[src/rtl/cmfd_pkg.sv]
`default_nettype none
package cmfd_pkg;

  // Field widths
  localparam int SAMPLE_BITS  = 12;
  localparam int CHANNEL_BITS = 5;
  localparam int MASK_BITS    = 32;
  localparam int THRESH_BITS  = 13;
  localparam int Q_FRAC_BITS  = 12;

  localparam logic [SAMPLE_BITS-1:0] FULL_SCALE   = '1;
  localparam logic [THRESH_BITS-1:0] THRESH_RESET = 13'd2048;

  // Configuration port
  localparam int ADDR_BITS = 3;
  localparam int DATA_BITS = 32;
  localparam logic REG_FOLD_THRESHOLD = 1'b0;   // register index, paddr[2]

  // Input commands
  localparam logic [1:0] CMD_SCAN       = 2'd0;
  localparam logic [1:0] CMD_CAL_START  = 2'd1;
  localparam logic [1:0] CMD_CAL_SAMPLE = 2'd2;

  // Queue between front and back
  localparam int QUEUE_DEPTH = 2;
  localparam int QPTR_BITS   = 1;
  localparam int QCNT_BITS   = 2;

  // Classified operation
  typedef enum logic [3:0] {
    OP_NOP        = 4'b0001,
    OP_SCAN       = 4'b0010,
    OP_CAL_START  = 4'b0100,
    OP_CAL_SAMPLE = 4'b1000
  } op_t;

  typedef struct packed {
    logic [1:0]              cmd;
    logic [CHANNEL_BITS-1:0] channel;
    logic [SAMPLE_BITS-1:0]  sample;
  } item_t;

  typedef struct packed {
    logic                 folded;
    logic [MASK_BITS-1:0] fold_mask;
    logic                 scan_done;
  } result_t;

  typedef struct packed {
    op_t                     op;
    logic [CHANNEL_BITS-1:0] channel;
    logic [SAMPLE_BITS-1:0]  sample;
    logic                    last;
  } entry_t;

endpackage
`default_nettype wire

[src/rtl/calibrated_multichannel_fold_detector_core.sv]
`default_nettype none
// A result passes through the queue, the range stage and the multiply/compare stage
// into the output register.
// Throughput: one item per cycle while result_stall does not hold the pipeline and the queue has room.
// Reset (rst, synchronous): ranges go to min 0 / max full scale, fold mask clears,
// threshold returns to 2048, queue and pipeline empty.
module calibrated_multichannel_fold_detector_core
  import cmfd_pkg::*;
#(
  parameter int NUM_CHANNELS = 32
) (
  input  wire logic                 clk,
  input  wire logic                 rst,
  input  wire logic                 item_valid,
  output logic                      item_stall,
  input  wire item_t                item,
  output logic                      result_valid,
  input  wire logic                 result_stall,
  output result_t                   result,
  input  wire logic                 psel,
  input  wire logic                 penable,
  input  wire logic                 pwrite,
  input  wire logic [ADDR_BITS-1:0] paddr,
  input  wire logic [DATA_BITS-1:0] pwdata,
  output logic [DATA_BITS-1:0]      prdata,
  output logic                      pready
);

  logic [THRESH_BITS-1:0] threshold;
  logic                   push;
  entry_t                 push_entry;
  logic                   queue_full;
  logic                   pop;
  logic                   head_valid;
  entry_t                 head;

  // Configuration register
  assign pready = 1'b1;
  assign prdata = (paddr[2] == REG_FOLD_THRESHOLD) ? DATA_BITS'(threshold) : '0;

  always_ff @(posedge clk) begin
    if (rst) begin
      threshold <= THRESH_RESET;
    end else if (psel && penable && pwrite && pready && (paddr[2] == REG_FOLD_THRESHOLD)) begin
      threshold <= pwdata[THRESH_BITS-1:0];
    end
  end

  cmfd_front #(.NUM_CHANNELS(NUM_CHANNELS)) u_front (
    .item_valid (item_valid),
    .item_stall (item_stall),
    .item       (item),
    .queue_full (queue_full),
    .push       (push),
    .push_entry (push_entry)
  );

  cmfd_queue u_queue (
    .clk        (clk),
    .rst        (rst),
    .push       (push),
    .push_entry (push_entry),
    .full       (queue_full),
    .pop        (pop),
    .head_valid (head_valid),
    .head       (head)
  );

  cmfd_back #(.NUM_CHANNELS(NUM_CHANNELS)) u_back (
    .clk          (clk),
    .rst          (rst),
    .head_valid   (head_valid),
    .head         (head),
    .pop          (pop),
    .threshold    (threshold),
    .result_valid (result_valid),
    .result_stall (result_stall),
    .result       (result)
  );

endmodule
`default_nettype wire

[src/rtl/cmfd_front.sv]
`default_nettype none
module cmfd_front
  import cmfd_pkg::*;
#(
  parameter int NUM_CHANNELS = 32
) (
  input  wire logic   item_valid,
  output logic        item_stall,
  input  wire item_t  item,
  input  wire logic   queue_full,
  output logic        push,
  output entry_t      push_entry
);

  logic in_range;

  // Transfer whenever the queue has room
  assign item_stall = queue_full;
  assign push       = item_valid && !queue_full;

  assign in_range = {1'b0, item.channel} < (CHANNEL_BITS+1)'(NUM_CHANNELS);

  // Classify the command
  always_comb begin
    push_entry.channel = item.channel;
    push_entry.sample  = item.sample;
    push_entry.last    = item.channel == CHANNEL_BITS'(NUM_CHANNELS - 1);
    case (item.cmd)
      CMD_SCAN:       push_entry.op = in_range ? OP_SCAN : OP_NOP;
      CMD_CAL_START:  push_entry.op = OP_CAL_START;
      CMD_CAL_SAMPLE: push_entry.op = in_range ? OP_CAL_SAMPLE : OP_NOP;
      default:        push_entry.op = OP_NOP;
    endcase
  end

endmodule
`default_nettype wire

[src/rtl/cmfd_queue.sv]
`default_nettype none
module cmfd_queue
  import cmfd_pkg::*;
(
  input  wire logic   clk,
  input  wire logic   rst,
  input  wire logic   push,
  input  wire entry_t push_entry,
  output logic        full,
  input  wire logic   pop,
  output logic        head_valid,
  output entry_t      head
);

  entry_t                slots [QUEUE_DEPTH];
  logic [QPTR_BITS-1:0]  wr_ptr;
  logic [QPTR_BITS-1:0]  rd_ptr;
  logic [QCNT_BITS-1:0]  count;

  assign full       = count == QCNT_BITS'(QUEUE_DEPTH);
  assign head_valid = count != '0;
  assign head       = slots[rd_ptr];

  // Entry storage
  always_ff @(posedge clk) begin
    if (push) begin
      slots[wr_ptr] <= push_entry;
    end
  end

  // Pointers and fill count
  always_ff @(posedge clk) begin
    if (rst) begin
      wr_ptr <= '0;
      rd_ptr <= '0;
      count  <= '0;
    end else begin
      if (push) begin
        wr_ptr <= wr_ptr + 1'b1;
      end
      if (pop) begin
        rd_ptr <= rd_ptr + 1'b1;
      end
      case ({push, pop})
        2'b10:   count <= count + 1'b1;
        2'b01:   count <= count - 1'b1;
        default: count <= count;
      endcase
    end
  end

  a_no_overflow: assert property (@(posedge clk) disable iff (rst)
    count <= QCNT_BITS'(QUEUE_DEPTH))
    else $error("queue count exceeds depth");

  a_pop_nonempty: assert property (@(posedge clk) disable iff (rst)
    pop |-> head_valid)
    else $error("pop from empty queue");

endmodule
`default_nettype wire

[src/rtl/cmfd_back.sv]
`default_nettype none
module cmfd_back
  import cmfd_pkg::*;
#(
  parameter int NUM_CHANNELS = 32
) (
  input  wire logic                   clk,
  input  wire logic                   rst,
  input  wire logic                   head_valid,
  input  wire entry_t                 head,
  output logic                        pop,
  input  wire logic [THRESH_BITS-1:0] threshold,
  output logic                        result_valid,
  input  wire logic                   result_stall,
  output result_t                     result
);

  localparam int CH_IDX_W = (NUM_CHANNELS > 1) ? $clog2(NUM_CHANNELS) : 1;
  localparam int PROD_W   = SAMPLE_BITS + THRESH_BITS;

  logic [SAMPLE_BITS-1:0]  range_min [NUM_CHANNELS];
  logic [SAMPLE_BITS-1:0]  range_max [NUM_CHANNELS];
  logic [MASK_BITS-1:0]    fold_bits;

  logic [CH_IDX_W-1:0]     ch_idx;
  logic [SAMPLE_BITS-1:0]  lo;
  logic [SAMPLE_BITS-1:0]  hi;
  logic [SAMPLE_BITS-1:0]  dist_raw;
  logic [SAMPLE_BITS-1:0]  span_raw;

  logic                    p1_valid;
  op_t                     p1_op;
  logic [CHANNEL_BITS-1:0] p1_channel;
  logic                    p1_last;
  logic [SAMPLE_BITS-1:0]  p1_dist;
  logic [SAMPLE_BITS-1:0]  p1_span;

  logic                    out_free;
  logic                    p1_ready;
  logic [PROD_W-1:0]       lhs;
  logic [PROD_W-1:0]       rhs;
  logic                    hit;
  logic [MASK_BITS-1:0]    fold_bits_next;

  // Pipeline flow
  assign out_free = !result_valid || !result_stall;
  assign p1_ready = !p1_valid || out_free;
  assign pop      = head_valid && p1_ready;

  // Stage 1: range lookup, clamped distance and span
  assign ch_idx   = head.channel[CH_IDX_W-1:0];
  assign lo       = range_min[ch_idx];
  assign hi       = range_max[ch_idx];
  assign span_raw = (hi > lo) ? hi - lo : '0;

  always_comb begin
    dist_raw = (head.sample > lo) ? head.sample - lo : '0;
    if (dist_raw > span_raw) begin
      dist_raw = span_raw;
    end
  end

  // Calibration range update
  always_ff @(posedge clk) begin
    if (rst) begin
      for (int i = 0; i < NUM_CHANNELS; i++) begin
        range_min[i] <= '0;
        range_max[i] <= FULL_SCALE;
      end
    end else if (pop) begin
      case (head.op)
        OP_CAL_START: begin
          for (int i = 0; i < NUM_CHANNELS; i++) begin
            range_min[i] <= FULL_SCALE;
            range_max[i] <= '0;
          end
        end
        OP_CAL_SAMPLE: begin
          if (head.sample < lo) begin
            range_min[ch_idx] <= head.sample;
          end
          if (head.sample > hi) begin
            range_max[ch_idx] <= head.sample;
          end
        end
        default: ;
      endcase
    end
  end

  // Stage 1 register
  always_ff @(posedge clk) begin
    if (rst) begin
      p1_valid <= 1'b0;
    end else if (p1_ready) begin
      p1_valid <= pop;
    end
  end

  always_ff @(posedge clk) begin
    if (pop) begin
      p1_op      <= head.op;
      p1_channel <= head.channel;
      p1_last    <= head.last;
      p1_dist    <= dist_raw;
      p1_span    <= span_raw;
    end
  end

  // Stage 2: dist * 4096 > threshold * span
  assign lhs = PROD_W'({p1_dist, {Q_FRAC_BITS{1'b0}}});
  assign rhs = PROD_W'(p1_span) * PROD_W'(threshold);
  assign hit = (p1_op == OP_SCAN) && (p1_span != '0) && (lhs > rhs);

  always_comb begin
    fold_bits_next = fold_bits;
    if (p1_op == OP_SCAN) begin
      fold_bits_next[p1_channel] = hit;
    end
  end

  // Fold mask and output register
  always_ff @(posedge clk) begin
    if (rst) begin
      fold_bits    <= '0;
      result_valid <= 1'b0;
    end else if (out_free) begin
      result_valid <= p1_valid;
      if (p1_valid) begin
        fold_bits <= fold_bits_next;
      end
    end
  end

  always_ff @(posedge clk) begin
    if (out_free && p1_valid) begin
      result.folded    <= hit;
      result.fold_mask <= fold_bits_next;
      result.scan_done <= (p1_op == OP_SCAN) && p1_last;
    end
  end

  a_mask_hold: assert property (@(posedge clk) disable iff (rst)
    result_valid && result_stall |=> $stable(fold_bits))
    else $error("fold mask changed while result stalled");

  a_fold_only_scan: assert property (@(posedge clk) disable iff (rst)
    p1_valid && (p1_op != OP_SCAN) |-> !hit)
    else $error("fold flagged on non-scan item");

  a_cal_start: assert property (@(posedge clk) disable iff (rst)
    pop && (head.op == OP_CAL_START) |=> (range_min[0] == FULL_SCALE) && (range_max[0] == '0))
    else $error("calibration start did not reset ranges");

endmodule
`default_nettype wire

[config.mk]
export PLATFORM = sky130hd
export DESIGN_NAME = calibrated_multichannel_fold_detector_core
export DESIGN_NICKNAME = d
export VERILOG_FILES = /design/src/rtl/cmfd_pkg.sv /design/src/rtl/calibrated_multichannel_fold_detector_core.sv /design/src/rtl/cmfd_front.sv /design/src/rtl/cmfd_queue.sv /design/src/rtl/cmfd_back.sv
export SDC_FILE = /design/constraint.sdc
export NUM_CORES = 2
export LEC_CHECK = 0
export ABC_AREA = 1
export BUFFER_PORTS_ARGS = -buffer_cell sky130_fd_sc_hd__buf_2
export CORE_ASPECT_RATIO = 1.1
export CORE_MARGIN = 4
export CORE_UTILIZATION = 40
export CTS_CLUSTER_SIZE = 10
export DETAILED_ROUTE_END_ITERATION = 8
export PLACE_DENSITY = 0.53
export SLEW_MARGIN = 10
export SYNTH_ARGS = -nofsm -noshare
export SYNTH_HDL_FRONTEND = slang
export SYNTH_SLANG_ARGS = --single-unit
[constraint.sdc]
create_clock -name clk -period 7.7 [get_ports clk]
set_clock_uncertainty 0.1 [all_clocks]
set_input_delay 1.155 -clock clk [delete_from_list [all_inputs] [get_ports clk]]
set_output_delay 1.155 -clock clk [all_outputs]
set_load 0.01 [all_outputs]
==> flow_metrics.env <==
export IMPL_outcome="finished clean"
export IMPL_crit_start="u_back.p1_span[6]"
export IMPL_synth_area_leaders="edfxtp_1 (54%), o21ai_0 (7.3%), nand2_1 (5.0%)"
export IMPL_fp_dieW_um=340.1
export IMPL_final_util_pct=44.36
export IMPL_synth_distinct_cells=48
export IMPL_cts_tree="yes"
export IMPL_final_nets=4946
export IMPL_yosysMostFrequentCell="edfxtp_1"
export IMPL_leakage_nw=19.77
export IMPL_maxSlewViolCount=0
export IMPL_synth_top_cell_area_share_pct=54.44
export IMPL_drt_iter0_drc=3379
export IMPL_drt_pass1_iter_count=5
export IMPL_min_period_over_period_pct=93.52
export IMPL_yosysTopAreaCell="edfxtp_1"
export IMPL_cp_max_fo=33
export IMPL_grt_pass1_wl_um=219800
export IMPL_synth_area_per_cell_um2=10.17
export IMPL_p_per_area_nw_per_um2=409.2
export IMPL_synth_compound_area_share_pct=15.09
export IMPL_synth_xor_area_share_pct=0.3609
export IMPL_slowest_delay_ps=560
export IMPL_p_total_mw=21.78
export IMPL_grt_max_degree=138
export IMPL_ys_warn_count=0
export IMPL_netlist_area_um2=48540
export IMPL_avgRoutedWirePerCell_um=23.24
export IMPL_synthCells=4774
export IMPL_nFillCells=11260
export IMPL_synthMuxAreaShare_pct=0.02062
export IMPL_synth_edf_count=880
export IMPL_crit_reg2reg_launch="u_back.p1_span[6]"
export IMPL_fp_dieArea_um2=127000
export IMPL_maxCapViolCount=0
export IMPL_antenna_found_initial=2
export IMPL_synth_seq_cells=932
export IMPL_grt_pass1_vias=34670
export IMPL_clock_latency_ps=700
export IMPL_path_class="reg -> reg"
export IMPL_ys_flop_type="edfxtp_1"
export IMPL_rr_endpoint="u_back.result[2]"
export IMPL_die_h_um=373.4
export IMPL_hold_class="reg -> reg"
export IMPL_synth_fa_ha_area_share_pct=7.815
export IMPL_cts_buffers=108
export IMPL_synth_seq_area_share_pct=56.58
export IMPL_peakVddDrop_mv=0.5580
export IMPL_route_detailed_vias_per_inst=5.663
export IMPL_cts_max_path_buffers=3
export IMPL_rows=133
export IMPL_finalSetupViolCount=0
export IMPL_cpMostUsedCell="nand2_1"
export IMPL_portBuffers=88
export IMPL_place_hpwl_um=93610
export IMPL_start_util_pct=40.46
export IMPL_fin_setup_tns_ps=0
export IMPL_gr_total_overflow=0
export IMPL_path_clk_slew_ps=60
export IMPL_num_vias=35790
export IMPL_cts_sinks=932
export IMPL_crit_required_ps=8040
export IMPL_ant_nets=0
export IMPL_yosys_area_share_simple_pct=13.38
export IMPL_syn_to_final_growth_pct=9.638
export IMPL_hold_viol=0
export IMPL_slowest_stage="fa_1"
export IMPL_tightest_slew_ps=1134
export IMPL_r2r_slack_ps=500
export IMPL_drc=0
export IMPL_async_reset_ff_share_pct=0
export IMPL_r2r_cells=33
export IMPL_diodes=0
export IMPL_start_kind="flop"
export IMPL_critPathCapture="u_back.result[2]"
export IMPL_fmax_mhz=138.9
export IMPL_arrival_ps=7540
export IMPL_ys_top_cells_by_count="edfxtp_1 (880), o21ai_0 (710), nand2_1 (652)"
export IMPL_drive_gt1_share_pct=9.126
export IMPL_end_kind="flop"
export IMPL_gp_congestion=0.8476
export IMPL_coreArea_um2=120000
export IMPL_htree_levels=3
export IMPL_ioPinCount=130
export IMPL_synth_top_family_by_area="compound AO/OA/AOI/OAI gates"
export IMPL_track_usage_pct=22.54
export IMPL_wirelength_um=146900
export IMPL_rsz0062_at_grt="false"
export IMPL_relSlewSlack_pct=24.37
export IMPL_period_needed_ps=7201
export IMPL_root_buffer="clkbuf_16"
==> registers in the layout, summed over array words and instances (netlist names), 5 cells and up, named ones only <==
register           cells
u_back.result         34
threshold             13
u_back.p1_dist        12
u_back.range_max     384
u_back.p1_channel      5
u_back.fold_bits      32
u_queue.slots         44
u_back.range_min     384
u_back.p1_span        12
==> power by group <==
group / internal (mW) / switching, mW
sequential: 6.48 / 0.275
clock: 2.64 / 2.02
combinational: 3.05 / 7.32
==> worst max-delay path, delay by kind of cell (launching register included) <==
| family | cells | cell delay (ps) |
|---|---|---|
| buffers and inverters | 6 | 630 |
| adders and majority gates | 7 | 3180 |
| xor gates and xnor gates | 1 | 170 |
| and+or+nand+nor | 13 | 1100 |
| AOI/OAI and AO/OA | 6 | 1150 |
| DFF | 1 | 550 |
==> how the worst min path moves through the flow <==
stage / end / start / slack [ps] / depth (start not counted)
after floorplan: flop / u_queue.rd_ptr / 330 / 1
after global placement: flop / u_queue.rd_ptr / 340 / 1
after detailed placement: flop / u_queue.rd_ptr / 350 / 1
after CTS: flop / u_queue.rd_ptr / 360 / 1
after global routing: flop / u_queue.rd_ptr / 360 / 1
final: flop / u_queue.rd_ptr / 360 / 1
==> cell type report <==
cell class,instances,area [µm²],area share [%]
multi-input combinational,3044,17950,33.73
sequential,932,27470,51.62
clock inverter,18,163.9,0.3080
inverter,379,1438,2.701
tap,1620,2027,3.809
timing repair buffer,184,1286,2.417
clock buffer,144,2879,5.410
==> metrics by stage <==
step	cell area, µm²	worst slack [ps]	instances	hold WS (ps)
CTS	53190	340.7	6319	361.3
global route	53220	33.44	6321	363.5
floorplan	48610	973.8	4792	325.7
detailed placement	50150	411.8	6157	352.2
finish	53220	498.7	6321	363.0
global placement	50150	434.0	6157	335.3
==> logic make-up after synthesis <==
| kind of cell | Yosys count |
|---|---|
| AO/OA/AOI/OAI | 1320 |
| XOR/XNOR | 20 |
| adder cells (fa/ha/maj) | 236 |
| buffers and inverters | 816 |
| flip-flops | 932 |
| multiplexers | 1 |
| other | 2 |
| AND/OR/NAND/NOR | 1447 |
==> layer usage <==
metal	track usage, %	routed length (µm)	up-vias	share of wire, %
li1	-	-	16680	-
met1	29.96	61760	17650	42
met2	38.43	72300	1211	49
met4	7.344	4572	2	3.1
met3	2.771	8277	247	5.6
met5	0	13	-	0.0088
==> cell usage in the layout (no fill, tap or decap), drive strengths merged, types with 3 or more instances in the layout <==
master / netlist / layout
edfxtp: 880 / 880
conb: 2 / 20
nand3: 482 / 482
o2111ai: 4 / 4
a31oi: 139 / 139
nor4b: 10 / 10
inv: 366 / 381
a22oi: 192 / 192
buf: 128 / 184
a21oi: 109 / 109
nand2: 652 / 652
clkbuf: 309 / 144
a21o: 3 / 3
nand4: 20 / 20
nor3: 24 / 24
or2: 81 / 81
ha: 124 / 124
dfxtp: 52 / 52
nor4: 17 / 17
o211ai: 4 / 4
nor2: 154 / 154
xor2: 12 / 12
fa: 112 / 112
clkinv: 13 / 13
o21ai: 863 / 863
xnor2: 8 / 8
==> what timing repair did <==
item	4_1_cts	5_1_grt
gates resized for setup	0	8
endpoints found under the setup margin	0	66
hold buffers	0	0
setup buffers	0	2
(Power assumes the default switching activity.)
